$ cat config.mk
export PLATFORM = sky130hd
export DESIGN_NAME = hsv_to_rgba_packer
export DESIGN_NICKNAME = d
export VERILOG_FILES = /design/src/design/hsvrgba_pkg.sv /design/src/design/hsv_to_rgba_packer.sv
export SDC_FILE = /design/constraint.sdc
export NUM_CORES = 2
export LEC_CHECK = 0
export ABC_AREA = 1
export BUFFER_PORTS_ARGS = -buffer_cell sky130_fd_sc_hd__buf_2
export CAP_MARGIN = 25
export CORE_ASPECT_RATIO = 1.25
export CORE_MARGIN = 1
export CORE_UTILIZATION = 30
export CTS_BUF_LIST = sky130_fd_sc_hd__clkbuf_4 sky130_fd_sc_hd__clkbuf_8
export CTS_CLUSTER_SIZE = 10
export DETAILED_ROUTE_END_ITERATION = 10
export HOLD_SLACK_MARGIN = 0.12
export PLACE_DENSITY = 0.45
export SETUP_SLACK_MARGIN = 0.3
export SYNTH_ARGS = -nofsm -noshare
export SYNTH_HDL_FRONTEND = slang
export SYNTH_SLANG_ARGS = --single-unit
$ cat constraint.sdc
create_clock -name clk -period 10.6 [get_ports clk]
set_input_delay 1.59 -clock clk [delete_from_list [all_inputs] [get_ports clk]]
set_output_delay 1.59 -clock clk [all_outputs]
set_load 0.01 [all_outputs]
$ cat src/design/hsvrgba_pkg.sv
// hsvrgba_pkg: shared constants and types for the HSV to packed RGBA converter.
// No dependencies.
`timescale 1ns / 1ps

package hsvrgba_pkg;

  // Default fraction width: ONE = 2**FRAC_BITS.
  localparam int unsigned FRAC_BITS_DEF = 16;

  // Largest channel byte.
  localparam logic [8:0] BYTE_MAX = 9'd255;

  // Hue sectors, sixths of a turn.
  typedef enum logic [2:0] {
    SEC_RED_YELLOW     = 3'd0,
    SEC_YELLOW_GREEN   = 3'd1,
    SEC_GREEN_CYAN     = 3'd2,
    SEC_CYAN_BLUE      = 3'd3,
    SEC_BLUE_MAGENTA   = 3'd4,
    SEC_MAGENTA_RED    = 3'd5
  } sector_t;

endpackage

$ cat src/design/hsv_to_rgba_packer.sv
// hsv_to_rgba_packer: four-stage pipelined HSV plus alpha to packed 8-bit RGBA.
// Depends on hsvrgba_pkg.
`timescale 1ns / 1ps

//  channel   ports                                   handshake
//  -------   -------------------------------------   ------------------------
//  input     in_hue, in_saturation, in_brightness,   transfer when start && !busy
//            in_opacity
//  result    out_packed_rgba                         one-cycle strobe out_valid
//
// One item enters per clock; each result moves through the stage registers in order
// and is taken at the following edge once on the outputs (stage 1: hue*6, clamps;
// stage 2: p, s*f, s*(1-f); stage 3: q, t; stage 4: sector select and byte
// scaling into the output register). The depth comes from the two dependent
// multiply levels. rst_n (synchronous) clears only the stage valid bits; data
// regs are not reset. The receiver cannot stall, so busy is always low.

module hsv_to_rgba_packer #(
  parameter int unsigned FRAC_BITS = hsvrgba_pkg::FRAC_BITS_DEF
) (
  input  logic                 clk,
  input  logic                 rst_n,
  // input channel
  input  logic                 start,
  output logic                 busy,
  input  logic [FRAC_BITS-1:0] in_hue,
  input  logic [FRAC_BITS:0]   in_saturation,
  input  logic [FRAC_BITS:0]   in_brightness,
  input  logic [FRAC_BITS:0]   in_opacity,
  // result channel
  output logic                 out_valid,
  output logic [31:0]          out_packed_rgba
);

  localparam int unsigned F = FRAC_BITS;
  // 1.0 in the fraction format
  localparam logic [F:0] ONE = {1'b1, {F{1'b0}}};

  // Clamp a fraction to 1.0.
  function automatic logic [F:0] sat_one(input logic [F:0] x);
    sat_one = (x > ONE) ? ONE : x;
  endfunction

  // floor(x*255 / ONE), limited to 255. x*255 is formed as x*256 - x.
  function automatic logic [7:0] to_byte(input logic [F:0] x);
    logic [F+8:0] m;
    logic [8:0]   hi;
    m  = {x, 8'b0} - {8'b0, x};
    hi = m[F+8:F];
    to_byte = (hi > hsvrgba_pkg::BYTE_MAX) ? 8'hFF : hi[7:0];
  endfunction

  // The receiver never stalls the pipeline.
  assign busy = 1'b0;

  logic accept;
  assign accept = start && !busy;

  // ---------------------------------------------------------------------------
  // Stage 1: clamp fractions, hue*6 -> sector and fraction
  // ---------------------------------------------------------------------------
  logic                 v1_r;
  hsvrgba_pkg::sector_t sec1_r, sec1_nxt;
  logic [F-1:0]         f1_r, f1_nxt;
  logic [F:0]           s1_r, s1_nxt;
  logic [F:0]           br1_r, br1_nxt;
  logic [F:0]           a1_r, a1_nxt;
  logic [F+2:0]         h6;

  always_comb begin
    h6       = {1'b0, in_hue, 2'b00} + {2'b00, in_hue, 1'b0};
    sec1_nxt = hsvrgba_pkg::sector_t'(h6[F+2:F]);
    f1_nxt   = h6[F-1:0];
    s1_nxt   = sat_one(in_saturation);
    br1_nxt  = sat_one(in_brightness);
    a1_nxt   = sat_one(in_opacity);
  end

  // ---------------------------------------------------------------------------
  // Stage 2: p = v(1-s), sf = s*f, sg = s*(1-f)
  // ---------------------------------------------------------------------------
  logic                 v2_r;
  hsvrgba_pkg::sector_t sec2_r;
  logic [F:0]           br2_r, a2_r;
  logic [F:0]           p2_r, p2_nxt;
  logic [F:0]           sf2_r, sf2_nxt;
  logic [F:0]           sg2_r, sg2_nxt;
  // products of two fractions at or below ONE fit in 2F+1 bits
  logic [2*F:0]         prod_p;
  logic [2*F:0]         prod_sf;
  logic [2*F:0]         prod_sg;

  always_comb begin
    prod_p  = (2*F+1)'(br1_r) * (2*F+1)'(ONE - s1_r);
    prod_sf = (2*F+1)'(s1_r) * (2*F+1)'(f1_r);
    prod_sg = (2*F+1)'(s1_r) * (2*F+1)'(ONE - {1'b0, f1_r});
    // all three stay at or below ONE
    p2_nxt  = prod_p[2*F:F];
    sf2_nxt = prod_sf[2*F:F];
    sg2_nxt = prod_sg[2*F:F];
  end

  // ---------------------------------------------------------------------------
  // Stage 3: q = v(1-sf), t = v(1-sg)
  // ---------------------------------------------------------------------------
  logic                 v3_r;
  hsvrgba_pkg::sector_t sec3_r;
  logic [F:0]           br3_r, a3_r, p3_r;
  logic [F:0]           q3_r, q3_nxt;
  logic [F:0]           t3_r, t3_nxt;
  logic [2*F:0]         prod_q;
  logic [2*F:0]         prod_t;

  always_comb begin
    prod_q = (2*F+1)'(br2_r) * (2*F+1)'(ONE - sf2_r);
    prod_t = (2*F+1)'(br2_r) * (2*F+1)'(ONE - sg2_r);
    q3_nxt = prod_q[2*F:F];
    t3_nxt = prod_t[2*F:F];
  end

  // ---------------------------------------------------------------------------
  // Stage 4: permutation by sector, scale to bytes, pack.
  // Zero saturation needs no special path: p = q = t = v then, so every
  // sector gives grey.
  // ---------------------------------------------------------------------------
  logic        out_valid_r;
  logic [31:0] out_packed_rgba_r, out_packed_rgba_nxt;
  logic [F:0]  ch_r, ch_g, ch_b;

  always_comb begin
    case (sec3_r)
      hsvrgba_pkg::SEC_RED_YELLOW: begin
        ch_r = br3_r; ch_g = t3_r;  ch_b = p3_r;
      end
      hsvrgba_pkg::SEC_YELLOW_GREEN: begin
        ch_r = q3_r;  ch_g = br3_r; ch_b = p3_r;
      end
      hsvrgba_pkg::SEC_GREEN_CYAN: begin
        ch_r = p3_r;  ch_g = br3_r; ch_b = t3_r;
      end
      hsvrgba_pkg::SEC_CYAN_BLUE: begin
        ch_r = p3_r;  ch_g = q3_r;  ch_b = br3_r;
      end
      hsvrgba_pkg::SEC_BLUE_MAGENTA: begin
        ch_r = t3_r;  ch_g = p3_r;  ch_b = br3_r;
      end
      default: begin
        ch_r = br3_r; ch_g = p3_r;  ch_b = q3_r;
      end
    endcase
    out_packed_rgba_nxt = {to_byte(ch_r), to_byte(ch_g), to_byte(ch_b), to_byte(a3_r)};
  end

  // valid bits
  always_ff @(posedge clk) begin
    if (!rst_n) begin
      v1_r        <= 1'b0;
      v2_r        <= 1'b0;
      v3_r        <= 1'b0;
      out_valid_r <= 1'b0;
    end else begin
      v1_r        <= accept;
      v2_r        <= v1_r;
      v3_r        <= v2_r;
      out_valid_r <= v3_r;
    end
  end

  // data path, no reset
  always_ff @(posedge clk) begin
    if (accept) begin
      sec1_r <= sec1_nxt;
      f1_r   <= f1_nxt;
      s1_r   <= s1_nxt;
      br1_r  <= br1_nxt;
      a1_r   <= a1_nxt;
    end
    if (v1_r) begin
      sec2_r <= sec1_r;
      br2_r  <= br1_r;
      a2_r   <= a1_r;
      p2_r   <= p2_nxt;
      sf2_r  <= sf2_nxt;
      sg2_r  <= sg2_nxt;
    end
    if (v2_r) begin
      sec3_r <= sec2_r;
      br3_r  <= br2_r;
      a3_r   <= a2_r;
      p3_r   <= p2_r;
      q3_r   <= q3_nxt;
      t3_r   <= t3_nxt;
    end
    if (v3_r) begin
      out_packed_rgba_r <= out_packed_rgba_nxt;
    end
  end

  assign out_valid       = out_valid_r;
  assign out_packed_rgba = out_packed_rgba_r;

`ifndef SYNTHESIS
  a_never_busy: assert property (@(posedge clk) disable iff (!rst_n) !busy)
    else $error("busy raised");

  a_sector_range: assert property (@(posedge clk) disable iff (!rst_n)
    v1_r |-> (sec1_r == hsvrgba_pkg::SEC_RED_YELLOW   ||
              sec1_r == hsvrgba_pkg::SEC_YELLOW_GREEN ||
              sec1_r == hsvrgba_pkg::SEC_GREEN_CYAN   ||
              sec1_r == hsvrgba_pkg::SEC_CYAN_BLUE    ||
              sec1_r == hsvrgba_pkg::SEC_BLUE_MAGENTA ||
              sec1_r == hsvrgba_pkg::SEC_MAGENTA_RED))
    else $error("hue sector out of range");

  a_pqt_below_v: assert property (@(posedge clk) disable iff (!rst_n)
    v3_r |-> (p3_r <= br3_r && q3_r <= br3_r && t3_r <= br3_r))
    else $error("p/q/t exceed brightness");

  a_latency: assert property (@(posedge clk) disable iff (!rst_n)
    v3_r |=> out_valid)
    else $error("result strobe lost");
`endif

endmodule
==> reports/summary.txt <==
clk root buf: clkbuf_8
min Tclk post-route: 7910 ps
DRT iter0 DRCs: 2,814
Slew headroom: 28.3%
Final Hold Viols: 0
Max Cap Viol: 0
GRT Max-Usage Layer: met2
Core Area: 0.210 mm2
total die area: 0.213 mm2
clk slew on worst S/H paths: 70 ps
Async S/R FF share, synth: 0%
Via Count: 51,300
post-synth top area share: 35.3%
TritonCTS Sinks: 281
Post-synth EDFFs: 277
FMAX: 0.126 GHz
Worst Tran Pin Value: 1080 ps
GR Overflow Total: 0
final period utilization: 74.6%
layout cells sized above 1: 4.20%
Critical Path AT: 8390 ps
Clock Tree Buf Depth: 3
post-synthesis area per instance: 7.89 um2
cell count after synthesis: 8,046
Core Rows: 188
top-count cell post-synth: inv_1
synth unique cells: 60
Yosys Warn Count: 0
Worst path slowest cell: fa_1
cell taking the most area after synthesis: fa_1
detailed placer's ending HPWL: 167,000 um
Die Ht: 516 um
RSZ-0062 raised after global routing: false
post-synthesis sequential area ratio: 13.2%
Via density: 4.74
Setup Buffers After CTS: 0
status: finished clean
post-layout util: 32.5%
WL per Instance: 19.1 um
Port Buf Inserts: 102
first-pass GRT wire length: 323,000 um
Worst Path Required: 11,090 ps
hold_buf cts: 0
final setup fails: 0
placed insts: 10,700
Worst Path Max Fanout: 20
Final Max Slew Viols: 0
Yosys reg bits: 281
Netlist Area Pre-Place: 0.0635 mm2
CTS tree: yes
Sum Neg Setup Slack: 0 ps
Crit Path Class: reg -> reg
largest net degree at the start of global routing: 66
fillcell total: 22,700
clock buffer count from CTS: 56
Crit path largest cell delay: 570 ps
DRC violations left: 0
CP bufs+invs: 8
critical path endpoint category: flip-flop
Layout area overhead: 7.54%
All-Layer GR Usage: 19.8%
routing usage on met1: 25.2%
Hold WC Path Type: reg -> reg
Post-synth top cells: 1,991 x inv_1, 1,887 x nand2_1, 1,118 x fa_1, 840 x nor2_1, 609 x ha_1
routing usage on met2: 35.4%
CP delay by family, top: adder cells
Area after DPL: 0.0669 mm2
crit start category: flip-flop
routability cong.: 0.891
Multi-input gate area: 0.0465 mm2
iteration count of the initial detailed-routing pass: 6
nets: 9,818
Syn Nets: 9,843
Die Wd: 413 um
Most Frequent Cell on Critical Path: inv_1
H-Tree Depth: 2
antenna violations before repair: 3
synth top area cells: fa_1 35%, edfxtp_1 13%, ha_1 12%, inv_1 12%, nand2_1 11%
Top-Level Pins: 104
routing usage on met3: 1.75%
post-detailed-route count of antenna-violating nets: 0
Final Skew: 77.3 ps
Main synth FF type: edfxtp_1
Resized Gates After CTS: 0
Initial Util: 30.2%
Clock Latency Late Sink: 800 ps
final wirelength: 207,000 um
vias in the first global route: 55,000
register area: 0.00841 mm2
final instance area: 0.0683 mm2
final std cells w/o fill: 10,800
-- placed cells by master (no fill, tap or decap), types with 101 or more instances in the layout --
cell type and n:
nor2_1 840, ha_1 609, fa_1 1118, inv_1 1991, a21oi_1 223, nand2_1 1887, buf_2 101, edfxtp_1 277
nand3_1 204, o21ai_0 151
-- final cells by class --
type                    count  share of cell area, %
inverters                2020                   11.1
clock buffers              68                   1.26
clock inverters            34                  0.658
flip-flops and latches    281                   12.3
diodes                      5                 0.0183
repair buffers            165                   1.50
well taps                2755                   5.05
multi-input cells        5497                   68.1
-- worst register-to-register path: cells and delay by family, from the launching register on --
family | cells | cell delay [ps]
AOI/OAI and AO/OA | 4 | 910
adders and majority gates | 8 | 3570
buffers and inverters | 8 | 1330
DFF | 1 | 350
and+or+nand+nor | 9 | 1540
-- per-stage QoR --
stage	hold slack, ps	worst slack [ps]
2_1_floorplan	400	3920
3_3_place_gp	404	2790
3_5_place_dp	405	2700
4_1_cts	361	2740
5_1_grt	385	2160
6_report	360	2690
-- registers in the layout (all words and copies together), names as in the netlist, 3 cells and up --
signal and cells:
a3_r 17, sec3_r 3, q3_r 17, s1_r 17, sec1_r 3, sec2_r 3
sg2_r 17, br2_r 17, br3_r 17, out_packed_rgba 32, sf2_r 17, f1_r 15
p3_r 17, br1_r 17, a2_r 17, t3_r 17, p2_r 17, a1_r 17
-- layer usage --
layer  part of all wire (%)  up-vias
met3                    3.9      260
met1                     43    25800
met5                      0        -
met4                    3.0        0
met2                     50     1242
li1                       -    23900
-- worst paths after layout --
path / start / endpoint / slack, ps / cells after the start
worst max-delay path: s1_r[1] / p2_r[15] / 2690 / 29
worst min-delay path: a2_r[16] / a3_r[16] / 360 / 0
worst max register to register: s1_r[1] / p2_r[15] / 2690 / 29
worst min register to register: a2_r[16] / a3_r[16] / 360 / 0
-- cell families after synthesis --
| kind of cell | Yosys count | synth area share [%] |
|---|---|---|
| flops | 281 | 13.2 |
| xor+xnor | 96 | 1.32 |
| buf+inv | 2268 | 13.6 |
| fa+ha+maj | 1727 | 47.3 |
| compound gates | 507 | 4.55 |
| other cells | 1 | 0.00591 |
| simple gates | 3166 | 20.0 |
Power is not shown: default switching activity piles up to over one toggle a cycle in this logic, so the estimate is an artifact.
